`config.mk`:
```
export PLATFORM = sky130hd
export DESIGN_NAME = ogts_cfg
export DESIGN_NICKNAME = d
export VERILOG_FILES = /design/src/rtl/core/ogts_pkg.sv /design/src/rtl/core/ogts_cfg.sv
export SDC_FILE = /design/constraint.sdc
export NUM_CORES = 1
export LEC_CHECK = 0
export BUFFER_PORTS_ARGS = -buffer_cell sky130_fd_sc_hd__buf_4
export CAP_MARGIN = 5
export CORE_MARGIN = 2
export CORE_UTILIZATION = 47
export CTS_BUF_LIST = sky130_fd_sc_hd__clkbuf_4
export DETAILED_ROUTE_END_ITERATION = 12
export PLACE_DENSITY = 0.76
export REMOVE_ABC_BUFFERS = 1
export SYNTH_ARGS = -nofsm -noshare
export SYNTH_HDL_FRONTEND = slang
export SYNTH_SLANG_ARGS = --single-unit
```
`constraint.sdc`:
```
create_clock -name clk -period 0.84 [get_ports clk]
set_input_delay 0.168 -clock clk [delete_from_list [all_inputs] [get_ports clk]]
set_output_delay 0.168 -clock clk [all_outputs]
set_load 0.02 [all_outputs]
```
`src/rtl/core/ogts_pkg.sv`:
```
`timescale 1ns / 1ps
// ----------------------------------------------------------------------------
// Occupancy grid trait store package
// Grid dimensions, field widths, command and register codes, and the types
// shared by the controller, the datapath and the configuration registers.
// ----------------------------------------------------------------------------
package ogts_pkg;

	localparam int X_CELLS    = 64;
	localparam int Y_CELLS    = 64;
	localparam int Z_CELLS    = 4;
	localparam int TRAIT_BITS = 8;

	localparam int CELL_TOTAL = X_CELLS * Y_CELLS * Z_CELLS;
	localparam int ADDR_W     = $clog2(CELL_TOTAL);
	localparam int XI_W       = $clog2(X_CELLS);
	localparam int YI_W       = $clog2(Y_CELLS);
	localparam int ZI_W       = (Z_CELLS > 1) ? $clog2(Z_CELLS) : 1;
	localparam int ROW_W      = $clog2(Y_CELLS * Z_CELLS);
	localparam int CMP_W      = (TRAIT_BITS > 8) ? TRAIT_BITS : 8;

	localparam int COORD_W    = 9;
	localparam int CODE_W     = 8;
	localparam int CMD_W      = 3;
	localparam int CFG_W      = 9;
	localparam int CFG_IDX_W  = 3;

	localparam logic [CMD_W-1:0] CMD_READ  = 3'd0;
	localparam logic [CMD_W-1:0] CMD_WRITE = 3'd1;
	localparam logic [CMD_W-1:0] CMD_GOAL  = 3'd2;
	localparam logic [CMD_W-1:0] CMD_CLEAR = 3'd3;
	localparam logic [CMD_W-1:0] CMD_SCAN  = 3'd4;

	localparam logic [CFG_IDX_W-1:0] REG_X_SIZE   = 3'd0;
	localparam logic [CFG_IDX_W-1:0] REG_Y_SIZE   = 3'd1;
	localparam logic [CFG_IDX_W-1:0] REG_Z_SIZE   = 3'd2;
	localparam logic [CFG_IDX_W-1:0] REG_ORIGIN_X = 3'd3;
	localparam logic [CFG_IDX_W-1:0] REG_ORIGIN_Y = 3'd4;
	localparam logic [CFG_IDX_W-1:0] REG_ORIGIN_Z = 3'd5;
	localparam logic [CFG_IDX_W-1:0] REG_GOAL     = 3'd6;
	localparam logic [CFG_IDX_W-1:0] REG_UNKNOWN  = 3'd7;

	typedef struct packed {
		logic [5:0]         x_size;
		logic [5:0]         y_size;
		logic [1:0]         z_size;
		logic [COORD_W-1:0] origin_x;
		logic [COORD_W-1:0] origin_y;
		logic [COORD_W-1:0] origin_z;
		logic [CODE_W-1:0]  goal_code;
		logic [CODE_W-1:0]  unknown_code;
	} cfg_t;

	typedef struct packed {
		logic capture;
		logic check;
		logic index;
		logic access;
		logic sweep_init;
		logic clear_wr;
		logic scan_rd;
		logic scan_end;
		logic clear_end;
	} ctrl_t;

	typedef struct packed {
		logic [CMD_W-1:0] cmd;
		logic             sweep_last;
	} stat_t;

endpackage

```
`src/rtl/core/ogts_cfg.sv`:
```
`timescale 1ns / 1ps
// ----------------------------------------------------------------------------
// Configuration registers
// Holds the grid bounds, origin offsets and special trait codes.
// ----------------------------------------------------------------------------
module ogts_cfg
	import ogts_pkg::*;
(
	input  logic                 clk,
	input  logic                 arst_n,
	input  logic                 cfg_we,
	input  logic [CFG_IDX_W-1:0] cfg_index,
	input  logic [CFG_W-1:0]     cfg_data,
	output cfg_t                 cfg
);

	cfg_t cfg_q;

	always_ff @(posedge clk or negedge arst_n) begin
		if (!arst_n) begin
			cfg_q.x_size       <= 6'd63;
			cfg_q.y_size       <= 6'd63;
			cfg_q.z_size       <= 2'd0;
			cfg_q.origin_x     <= '0;
			cfg_q.origin_y     <= '0;
			cfg_q.origin_z     <= '0;
			cfg_q.goal_code    <= 8'd4;
			cfg_q.unknown_code <= 8'd0;
		end else if (cfg_we) begin
			case (cfg_index)
				REG_X_SIZE:   cfg_q.x_size       <= cfg_data[5:0];
				REG_Y_SIZE:   cfg_q.y_size       <= cfg_data[5:0];
				REG_Z_SIZE:   cfg_q.z_size       <= cfg_data[1:0];
				REG_ORIGIN_X: cfg_q.origin_x     <= cfg_data;
				REG_ORIGIN_Y: cfg_q.origin_y     <= cfg_data;
				REG_ORIGIN_Z: cfg_q.origin_z     <= cfg_data;
				REG_GOAL:     cfg_q.goal_code    <= cfg_data[CODE_W-1:0];
				REG_UNKNOWN:  cfg_q.unknown_code <= cfg_data[CODE_W-1:0];
				default: begin
				end
			endcase
		end
	end

	assign cfg = cfg_q;

endmodule

```
==> results.json <==
{
  "timing.hold.worst_path_depth": 2,
  "die_w_um": 73.2,
  "post-route-drc-count": 0,
  "cellPowerDensity_nw_per_um2": 2600,
  "setup-tns-final_ps": -16060,
  "antenna_cells_inserted": 0,
  "detail_route.wl_per_cell_um": 18.9,
  "critical_path_cell_count": 1,
  "worstSetupPathType": "reg2out",
  "total_count_of_max_transition_violations_in_the_final_report": 0,
  "timing.critical_path.cells": "buf_6",
  "hold_path.startpoint": "cfg_data[6]",
  "synth_warnings": 0,
  "worstPathArrival_ps": 1050,
  "total_power_mw": 8.81,
  "setup_violations": 66,
  "cts.sinks": 57,
  "detail_route.first_pass.iterations": 4,
  "violations": "negative setup slack",
  "final.setup_skew_ps": 0,
  "synthesis.area_um2": 2250,
  "swShare_pct": 31.4,
  "post_synth_num_cell_types": 11,
  "grt.met1_usage_pct": 27.2,
  "cts_htree_levels": 3,
  "io-pin-count": 72,
  "reg2reg_depth": 2,
  "layout.cell_area.non_filler_um2": 3380,
  "cp_max_fo": 2,
  "p_int_mw": 6.04,
  "netlist_instances": 128,
  "nets": 236,
  "hold_class": "in2reg",
  "comb_power_share_pct": 36.5,
  "detail-route-antenna-nets": 0,
  "max-clock-path-buffers": 2,
  "start_util_pct": 48.3,
  "power_frac_seq_pct": 44.6,
  "final_util_pct": 72.6,
  "drt_first_iter_violations": 61,
  "postSynthRegisterBits": 57,
  "worstSetupStartpointType": "register",
  "detailedPlacementHpwl_um": 3510,
  "route.detailed.vias_per_inst": 5.22,
  "critical_path.top_delay_family": "flip-flops",
  "synth.yosys.seq_area_share_pct": 64.1,
  "clk_root_buffer_cell": "clkbuf_4",
  "grt_start_max_net_pins": 28,
  "grt_most_used_layer": "met2",
  "flip_flop_count_of_the_largest_register_all_copies_and_words_added": 57,
  "worst_hold_path.endpoint": "cfg[6]",
  "routed_wire_length_um": 5300,
  "post-place-ws_ps": -502,
  "max-slew-margin-rel_pct": 83.4,
  "period_minus_slack_ps": 1220,
  "power.ir.vdd_worst_mv": 1.71,
  "placed_area_um2": 2890,
  "critical_path_required_ps": 670,
  "global_route_wire_length_before_repair_um": 8250,
  "grt_usage_pct": 21.5,
  "clock_insertion_delay_worst_skew_ps": 370,
  "worstReg2RegEnd": "cfg[25]",
  "timing.rr.start": "cfg[25]",
  "hold_violations": 0,
  "worstSetupEndpointType": "output port",
  "die_h_um": 73.2,
  "worst_setup_hold_path_clk_slew_ps": 100,
  "max_slew.worst_pin.slew_ps": 249,
  "input_output_buffers": 71,
  "syn_to_final_growth_pct": 50.3,
  "worstPathBufferInverterCount": 1,
  "worst_slack_ps": -382,
  "initial_antenna_violation_count": 0,
  "clkPwrFrac_pct": 18.9,
  "post-route-period-util_pct": 146,
  "rows": 25,
  "grt_use_met3_pct": 6.49,
  "rrSetupSlack_ps": -60,
  "outcome": "finished, violations left",
  "tritoncts_buffer_count": 9,
  "fmax_mhz": 818,
  "post_route_cells_drive_above_1_share_pct": 79.6,
  "critPathMaxStageDelay_ps": 560,
  "place.gp.congestion": 0.897,
  "grt_pass1_vias": 1549,
  "grt_setup_unrepaired": "true",
  "p_leak_nw": 1.58,
  "crit_path_top_delay_cell": "dfstp_2",
  "switching_power_mw": 2.77,
  "layout.filler_cells": 306,
  "cts_tree": "done",
  "gr-usage-met2_pct": 34.3,
  "cap_viol_max_count": 0,
  "globalRouteOverflowTotal": 0,
  "total_number_of_vias": 1462,
  "placeableCoreArea_um2": 4660,
  "floorplan.die_area_um2": 5360,
  "syn_avg_cell_area_um2": 17.6
}
cells in the mapped netlist (all sizes together):
| library cell | count | share of area (%) |
|---|---|---|
| nor4b | 1 | 1.1 |
| mux2 | 57 | 29 |
| and4bb | 2 | 1.1 |
| buf | 6 | 2.3 |
| nand4 | 1 | 0.56 |
| dfstp | 13 | 15 |
| nor4bb | 1 | 0.44 |
| nand4b | 3 | 2.0 |
| dfrtp | 44 | 49 |
final cells by class:
class	count	area [um^2]	area share [%]
Tap cell	54	67.6	2.00
Timing Repair Buffer	87	921	27.2
Clock buffer	14	105	3.11
Clock inverter	2	8.76	0.259
Multi-Input combinational cell	66	840	24.8
Sequential cell	57	1440	42.6
worst max-delay path by stage:
stage / endpoint / start / slack [ps]
6_report: cfg[49] / cfg[49] / -380
5_1_grt: cfg[49] / cfg[49] / -430
4_1_cts: cfg[49] / cfg[49] / -420
3_5_place_dp: cfg[19] / cfg_index[0] / -500
3_3_place_gp: cfg[24] / cfg_index[0] / -440
2_1_floorplan: cfg[45] / cfg_we / -530
power groups by stage:
stage	Sequential, mW	Combinational (mW)	Clock, mW
CTS	3.91	3.14	1.73
finish	3.93	3.22	1.67
detailed placement	3.84	2.65	0
floorplan	4.55	0.578	0
global placement	3.81	2.59	0
global route	4.00	3.39	1.84
cells in the final DEF (no fill, tap or decap), drive strengths merged, types with 2 or more instances in the layout:
| master | count |
|---|---|
| dfstp | 13 |
| nand4b | 3 |
| clkbuf | 14 |
| and4bb | 3 |
| buf | 86 |
| dfrtp | 44 |
| mux2 | 57 |
| clkinv | 2 |
per-layer routing:
metal  wire length (um)  up-vias  share of wire (%)
met3                371        4                7.0
met1               2220      742                 42
met4                 20        0               0.38
met5                  0        -                  0
li1                   -      656                  -
met2               2690       60                 51
metrics by stage:
step	instances	hold slack, ps
2_1_floorplan	122	-128
3_3_place_gp	255	30.7
3_5_place_dp	255	43.8
4_1_cts	276	21.7
5_1_grt	280	36.4
6_report	280	50.7
kinds of logic after synthesis:
group / count (synthesis) / share of synthesized area, %
buf+inv: 6 / 2.28
flops: 57 / 64.1
simple gates: 8 / 5.17
mux: 57 / 28.5
what timing repair did:
item / 4_1_cts / 5_1_grt
endpoints found under the hold margin: 45 / 0
pin swaps: 1 / 2
hold buffers: 1 / 0
buffers inserted: 4 / 6
setup endpoints to repair: 85 / 81
cloned: 0 / 1
resized for setup: 66 / 10
No activity file was read; power rests on OpenSTA's default activity.
