**config.mk**
```make
export PLATFORM = sky130hd
export DESIGN_NAME = ogts_ctrl
export DESIGN_NICKNAME = d
export VERILOG_FILES = /design/src/rtl/core/ogts_pkg.sv /design/src/rtl/core/ogts_ctrl.sv
export SDC_FILE = /design/constraint.sdc
export NUM_CORES = 1
export LEC_CHECK = 0
export ABC_CLOCK_PERIOD_IN_PS = 1700
export BUFFER_PORTS_ARGS = -buffer_cell sky130_fd_sc_hd__buf_4
export CORE_AREA = 4 4 41 43
export CTS_CLUSTER_DIAMETER = 80
export DETAILED_ROUTE_END_ITERATION = 8
export DIE_AREA = 0 0 45 47
export GPL_TIMING_DRIVEN = 0
export REMOVE_ABC_BUFFERS = 1
export SYNTH_ARGS = -nofsm -noshare
export SYNTH_HDL_FRONTEND = slang
export SYNTH_SLANG_ARGS = --single-unit
```
**constraint.sdc**
```tcl
create_clock -name clk -period 1.7 [get_ports clk]
set_input_delay 0.17 -clock clk [delete_from_list [all_inputs] [get_ports clk]]
set_output_delay 0.17 -clock clk [all_outputs]
set_load 0.1 [all_outputs]
```
**src/rtl/core/ogts_pkg.sv**
```systemverilog
`timescale 1ns / 1ps
// ----------------------------------------------------------------------------
// Occupancy grid trait store package
// Grid dimensions, field widths, command and register codes, and the types
// shared by the controller, the datapath and the configuration registers.
// ----------------------------------------------------------------------------
package ogts_pkg;

	localparam int X_CELLS    = 64;
	localparam int Y_CELLS    = 64;
	localparam int Z_CELLS    = 4;
	localparam int TRAIT_BITS = 8;

	localparam int CELL_TOTAL = X_CELLS * Y_CELLS * Z_CELLS;
	localparam int ADDR_W     = $clog2(CELL_TOTAL);
	localparam int XI_W       = $clog2(X_CELLS);
	localparam int YI_W       = $clog2(Y_CELLS);
	localparam int ZI_W       = (Z_CELLS > 1) ? $clog2(Z_CELLS) : 1;
	localparam int ROW_W      = $clog2(Y_CELLS * Z_CELLS);
	localparam int CMP_W      = (TRAIT_BITS > 8) ? TRAIT_BITS : 8;

	localparam int COORD_W    = 9;
	localparam int CODE_W     = 8;
	localparam int CMD_W      = 3;
	localparam int CFG_W      = 9;
	localparam int CFG_IDX_W  = 3;

	localparam logic [CMD_W-1:0] CMD_READ  = 3'd0;
	localparam logic [CMD_W-1:0] CMD_WRITE = 3'd1;
	localparam logic [CMD_W-1:0] CMD_GOAL  = 3'd2;
	localparam logic [CMD_W-1:0] CMD_CLEAR = 3'd3;
	localparam logic [CMD_W-1:0] CMD_SCAN  = 3'd4;

	localparam logic [CFG_IDX_W-1:0] REG_X_SIZE   = 3'd0;
	localparam logic [CFG_IDX_W-1:0] REG_Y_SIZE   = 3'd1;
	localparam logic [CFG_IDX_W-1:0] REG_Z_SIZE   = 3'd2;
	localparam logic [CFG_IDX_W-1:0] REG_ORIGIN_X = 3'd3;
	localparam logic [CFG_IDX_W-1:0] REG_ORIGIN_Y = 3'd4;
	localparam logic [CFG_IDX_W-1:0] REG_ORIGIN_Z = 3'd5;
	localparam logic [CFG_IDX_W-1:0] REG_GOAL     = 3'd6;
	localparam logic [CFG_IDX_W-1:0] REG_UNKNOWN  = 3'd7;

	typedef struct packed {
		logic [5:0]         x_size;
		logic [5:0]         y_size;
		logic [1:0]         z_size;
		logic [COORD_W-1:0] origin_x;
		logic [COORD_W-1:0] origin_y;
		logic [COORD_W-1:0] origin_z;
		logic [CODE_W-1:0]  goal_code;
		logic [CODE_W-1:0]  unknown_code;
	} cfg_t;

	typedef struct packed {
		logic capture;
		logic check;
		logic index;
		logic access;
		logic sweep_init;
		logic clear_wr;
		logic scan_rd;
		logic scan_end;
		logic clear_end;
	} ctrl_t;

	typedef struct packed {
		logic [CMD_W-1:0] cmd;
		logic             sweep_last;
	} stat_t;

endpackage

```
**src/rtl/core/ogts_ctrl.sv**
```systemverilog
`timescale 1ns / 1ps
// ----------------------------------------------------------------------------
// Command sequencer
// Steps each command through a check phase, then the index and access phases or a sweep phase.
// ----------------------------------------------------------------------------
module ogts_ctrl
	import ogts_pkg::*;
(
	input  logic  clk,
	input  logic  arst_n,
	input  logic  start,
	input  stat_t stat,
	output ctrl_t ctrl,
	output logic  busy,
	output logic  done
);

	localparam logic [3:0] S_IDLE   = 4'd0;
	localparam logic [3:0] S_CHECK  = 4'd1;
	localparam logic [3:0] S_INDEX  = 4'd2;
	localparam logic [3:0] S_ACCESS = 4'd3;
	localparam logic [3:0] S_CLEAR  = 4'd4;
	localparam logic [3:0] S_SCAN   = 4'd5;
	localparam logic [3:0] S_TAIL   = 4'd6;
	localparam logic [3:0] S_FIN    = 4'd7;
	localparam logic [3:0] S_RESP   = 4'd8;

	logic [3:0] state_q;
	logic [3:0] state_d;

	always_comb begin
		ctrl    = '0;
		state_d = state_q;
		case (state_q)
			S_IDLE: begin
				if (start) begin
					ctrl.capture = 1'b1;
					state_d      = S_CHECK;
				end
			end
			S_CHECK: begin
				ctrl.check = 1'b1;
				if (stat.cmd inside {CMD_READ, CMD_WRITE, CMD_GOAL}) begin
					state_d = S_INDEX;
				end else if (stat.cmd == CMD_CLEAR) begin
					ctrl.sweep_init = 1'b1;
					state_d         = S_CLEAR;
				end else if (stat.cmd == CMD_SCAN) begin
					ctrl.sweep_init = 1'b1;
					state_d         = S_SCAN;
				end else begin
					state_d = S_RESP;
				end
			end
			S_INDEX: begin
				ctrl.index = 1'b1;
				state_d    = S_ACCESS;
			end
			S_ACCESS: begin
				ctrl.access = 1'b1;
				state_d     = S_RESP;
			end
			S_CLEAR: begin
				ctrl.clear_wr = 1'b1;
				if (stat.sweep_last) begin
					ctrl.clear_end = 1'b1;
					state_d        = S_RESP;
				end
			end
			S_SCAN: begin
				ctrl.scan_rd = 1'b1;
				if (stat.sweep_last) begin
					state_d = S_TAIL;
				end
			end
			S_TAIL: begin
				state_d = S_FIN;
			end
			S_FIN: begin
				ctrl.scan_end = 1'b1;
				state_d       = S_RESP;
			end
			S_RESP: begin
				state_d = S_IDLE;
			end
			default: begin
				state_d = S_IDLE;
			end
		endcase
	end

	always_ff @(posedge clk or negedge arst_n) begin
		if (!arst_n) begin
			state_q <= S_IDLE;
		end else begin
			state_q <= state_d;
		end
	end

	assign busy = (state_q != S_IDLE);
	assign done = (state_q == S_RESP);

endmodule

```
==> results of run 1 <==
per-stage QoR:
stage                     cell area (sq um)  setup slack [ps]  hold WS, ps
after CTS                               541              1.46          224
after global routing                    574             -21.7          231
final                                   574              70.7          231
after global placement                  493               188        -34.4
after floorplan                         347             -2240         -126
after detailed placement                493               173        -33.1
kinds of logic after synthesis:
logic type             synth area share, %
AO/OA/AOI/OAI                         20.4
buffers and inverters                 9.36
flip-flops                            26.8
AND/OR/NAND/NOR                       43.5
worst register-to-register path: stages (launching register included):
cell     delay (ps)
dfrtp_2         490
or4b_1          540
a21oi_1         160
a22o_1          140
worst paths after layout:
check	cells after the start	startpoint	end
worst max-delay path	3	state_q[3]$_DFFE_PN0P_	ctrl[3]
worst min-delay path	3	stat[0]	state_q[2]$_DFFE_PN0P_
worst max register to register	3	state_q[1]$_DFFE_PN0P_	state_q[0]$_DFFE_PN0P_
worst min register to register	2	state_q[3]$_DFFE_PN0P_	state_q[2]$_DFFE_PN0P_
max in group asynchronous	2	arst_n	state_q[1]$_DFFE_PN0P_
min in group asynchronous	2	arst_n	state_q[2]$_DFFE_PN0P_
layout by cell type, fill, tap and decap left out, types with 2 or more instances in the layout:
cell type,count
nand2b_1,2
and3_1,2
buf_4,13
inv_1,2
buf_6,3
a21oi_1,4
nor3_1,4
nor2_1,5
nand2_1,2
a21boi_1,2
dfrtp_2,4
clkbuf_4,3
layer usage:
metal / track usage [%] / share of wire, %
met1: 12.2 / 39
met2: 17.2 / 52
met3: 4.98 / 8.2
met4: 3.51 / 0
met5: 0 / 0
final cells by class:
type                            count  area, sq um
Fill cell                         136          727
Sequential cell                     4          105
Multi-Input combinational cell     38          264
Inverter                            2         7.51
Clock buffer                        3         22.5
Timing Repair Buffer               18          156
Tap cell                           15         18.8
timing repair:
action / in CTS / in global routing
cloned: 0 / 0
hold endpoints to repair: 4 / 0
hold buffers: 1 / 0
resized for setup: 4 / 10
setup endpoints to repair: 2 / 6
==> flow_summary.yaml, run 1 <==
run:
  maxCapViolCount: 0
critical_path:
  cp-start-kind: "register"
  r2r_setup_slack_ps: 300
  critical_path.top_delay_family: "flip-flops"
  crit_arrival_ps: 1460
  crit_buf_inv: 1
  critical_path_class: "reg -> out"
  max_stage_delay_ps: 470
  required_ps: 1530
  crit_path_end_kind: "primary output"
  cp_slowest_cell: "dfrtp_2"
  path_cells: "nand2b_1 > nor3_1 > buf_6"
  crit_fanout: 9
global_routing:
  grt_pass1_wl_um: 1580
  grt_start_max_net_pins: 13
  grt_use_total_pct: 10.5
  antenna_found_initial: 0
  grt_pass1_vias: 375
  grt_overflow: 0
clock_tree:
  post-cts-setup-buffers: 0
  cts_buffers: 3
  clockBufferDepth: 2
  cts_root_buf: "clkbuf_4"
  clk_latency_ps: 240
  htree_levels: 1
  cts.clk_slew.worst_paths_ps: 40
  cts.sinks: 4
  cts_tree: "built"
floorplan:
  die_x_um: 45
  fp.dieH_um: 47
  initial_utilization_pct: 28.8
  dieArea_sq_um: 2120
  rows: 13
  core_area_sq_um: 1300
  pin_count: 18
placed_design:
  place_congestion: 0.710
  dp_cells: 76
  place_hpwl_um: 722
  port_buffers: 17
drt:
  drtPass1Iterations: 4
  drc: 0
  drt-total-wl_um: 992
  vias: 407
  drt_iter0_drc: 1
  wl_per_cell_um: 12.4
  viasPerCell: 5.09
  ant_nets: 0
yosys:
  synth_cell_types: 25
  avgSynthCellArea_sq_um: 7.79
  yosysWarnings: 0
  synth-seq-cells: 4
  synth.most_common_cell: "nor2_1"
  synth-edff-count: 0
  async_flop_share_pct: 100
  yosysTopAreaCell: "dfrtp_1"
  netlist.area_leader.share_pct: 26.8
  synthCells: 48
  syn-cell-area_sq_um: 374
  synth_area_leaders: "dfrtp_1 (27%), buf_4 (6.0%), nor2_1 (6.0%)"
  synth-seq-area-share_pct: 26.8
  yosys-top-cells-count: "nor2_1 (6), a21oi_1 (4), dfrtp_1 (4), nor3_1 (4), buf_4 (3)"
  synthFlopType: "dfrtp_1"
sta:
  min_period_over_period_pct: 95.8
  max_freq_mhz: 614
  rsz0062_at_grt: "true"
  finalSetupTns_ps: 0
  setup_violations: 0
  layout_min_cycle_time_ps: 1630
  slew_violations: 0
  slew_headroom_pct: 74.3
  hold_violations: 0
  fin_worst_skew_ps: 3.23
  worst_pin_slew_ps: 385
layout:
  largest_register_ffs: 4
  top_register: "state_q"
  top_regs: "state_q x4"
  area_delta_synth_final_pct: 53.5
  diodes: 0
  final-instance-count-excl-fill: 80
  drive_gt1_share_pct: 44.6
  utilization_pct: 44.1
  nets: 74
status:
  status: "finished clean"
hold_path:
  hold_path_class: "in -> reg"
Power of run 1 is not shown: default switching activity piles up to over one toggle a cycle in this logic, so the estimate is an artifact.
==> run 2: changes to the inputs <==
ABC_CLOCK_PERIOD_IN_PS = 1500   (was 1700)
clock period = 1.5 ns   (was 1.7 ns; I/O delays follow)
==> run 2 against run 1 <==
Against the previous run: the run now ends with negative setup slack left; wire length rose by 30%; worst hold slack got worse by 22 ps; setup slack worse by 130 ps; clock skew shrank 1.1 ps; non-clock buffer count rose by 13; critical endpoint is now ctrl[4]; critical path depth unchanged; global-route usage rose by 3.2 points; first-iteration DRC count grew to 4.0 times the previous value; sequential share of layout area decreased by 5.2 points; cell count up 16%; die area unchanged; clock-buffer cell count unchanged.
==> flow_summary.yaml, run 2 (synthesized netlist as in run 1, its figures left out) <==
status:
  status: "finished with violations"
  violations: "negative setup slack"
layout:
  largest_register_ffs: 4
  final_cell_mix: "buf_4 (18), buf_12 (5), buf_6 (5)"
  top_regs: "state_q x4"
  nets: 87
  utilization_pct: 61.4
  drive_gt1_share_pct: 64.1
  layout_commonest_cell: "buf_4"
  area_delta_synth_final_pct: 114
  top_register: "state_q"
  final-instance-count-excl-fill: 93
  diodes: 0
critical_path:
  critical_path_class: "reg -> out"
  crit_path_end_kind: "primary output"
  cp-start-kind: "register"
  required_ps: 1350
  crit_fanout: 12
  max_stage_delay_ps: 510
  cp_slowest_cell: "dfrtp_2"
  path_cells: "nor4b_4 > nor2b_4 > buf_12"
  crit_arrival_ps: 1410
sta:
  slew_headroom_pct: 74.5
  rsz0062_at_grt: "true"
  layout_min_cycle_time_ps: 1560
  fin_ws_ps: -62.3
  slew_violations: 0
  hold_violations: 0
  fin_worst_skew_ps: 2.17
  finalSetupTns_ps: -194
  worst_pin_slew_ps: 382
  min_period_over_period_pct: 104
  setup_violations: 6
  max_freq_mhz: 640
  holdWs_ps: 209
drt:
  drc: 0
  drtPass1Iterations: 3
  ant_nets: 0
  drt-total-wl_um: 1290
  wl_per_cell_um: 13.8
  drt_iter0_drc: 4
  viasPerCell: 5.01
  vias: 466
power:
  p_leak_nw: 0.353
  ir_drop_mv: 1.42
  p_total_w: 0.00182
  powerDensity_nw_per_um2: 2280
floorplan:
  core_area_sq_um: 1300
  dieArea_sq_um: 2120
  rows: 13
  die_x_um: 45
  fp.dieH_um: 47
  initial_utilization_pct: 28.8
  pin_count: 18
clock_tree:
  cts_tree: "built"
  cts.sinks: 4
  clk_latency_ps: 240
  cts.clk_slew.worst_paths_ps: 40
  htree_levels: 1
  cts_buffers: 3
  cts_root_buf: "clkbuf_4"
  clockBufferDepth: 2
placed_design:
  port_buffers: 17
  dp_cells: 76
  place_hpwl_um: 722
  place_congestion: 0.710
global_routing:
  grt_pass1_vias: 463
  grt_start_max_net_pins: 13
  grt_use_total_pct: 13.7
  grt_overflow: 0
  antenna_found_initial: 0
  grt_pass1_wl_um: 2060
hold_path:
  hold_path_class: "in -> reg"
run:
  maxCapViolCount: 0
[run 2: metal layers]
metal / part of all wire (%) / track usage [%] / up-vias
met5: 0 / 0 / -
met4: 0 / 3.51 / 0
met3: 5.9 / 5.36 / 0
met2: 56 / 23.4 / 12
met1: 38 / 16.1 / 224
li1: - / - / 230
[run 2: repair_timing]
action	4_1_cts	5_1_grt
pin swaps	2	3
resized for setup	33	12
hold endpoints to repair	4	0
setup buffers	12	1
hold buffers	1	0
endpoints found under the setup margin	10	10
[run 2: critical path, delay by kind of cell, from the launching register on]
family / cells / cell delay (ps)
buffers and inverters: 1 / 180
flip-flops: 1 / 510
AND/OR/NAND/NOR: 2 / 490
[run 2: final timing paths]
path | start | end | slack (ps) | depth (start not counted)
max | state_q[0]$_DFFE_PN0P_ | ctrl[4] | -60 | 3
min | stat[0] | state_q[2]$_DFFE_PN0P_ | 210 | 3
max reg2reg | state_q[2]$_DFFE_PN0P_ | state_q[1]$_DFFE_PN0P_ | 120 | 5
min reg2reg | state_q[3]$_DFFE_PN0P_ | state_q[3]$_DFFE_PN0P_ | 730 | 2
max in group asynchronous | arst_n | state_q[1]$_DFFE_PN0P_ | 1140 | 2
min in group asynchronous | arst_n | state_q[2]$_DFFE_PN0P_ | 250 | 2
[run 2: area by class of cell]
class,count,area [sq um]
clock buffers,3,22.5
fillers,119,502
inverters,2,7.51
multi-input cells,38,324
flip-flops and latches,4,105
well taps,15,18.8
repair buffers,31,322
[run 2: metrics by stage]
stage                     worst slack (ps)  cell area, sq um
after floorplan                      -2420               347
after global placement                7.65               493
after detailed placement             -6.57               493
after CTS                            -78.4               741
after global routing                  -132               800
final                                -62.3               800
[run 2: where the power goes]
part	internal, W	total (W)	switching (W)
clock network	0.0000897	0.000136	0.0000464
logic	0.000559	0.00143	0.000866
registers	0.000150	0.000259	0.000108
(Power assumes the default switching activity.)
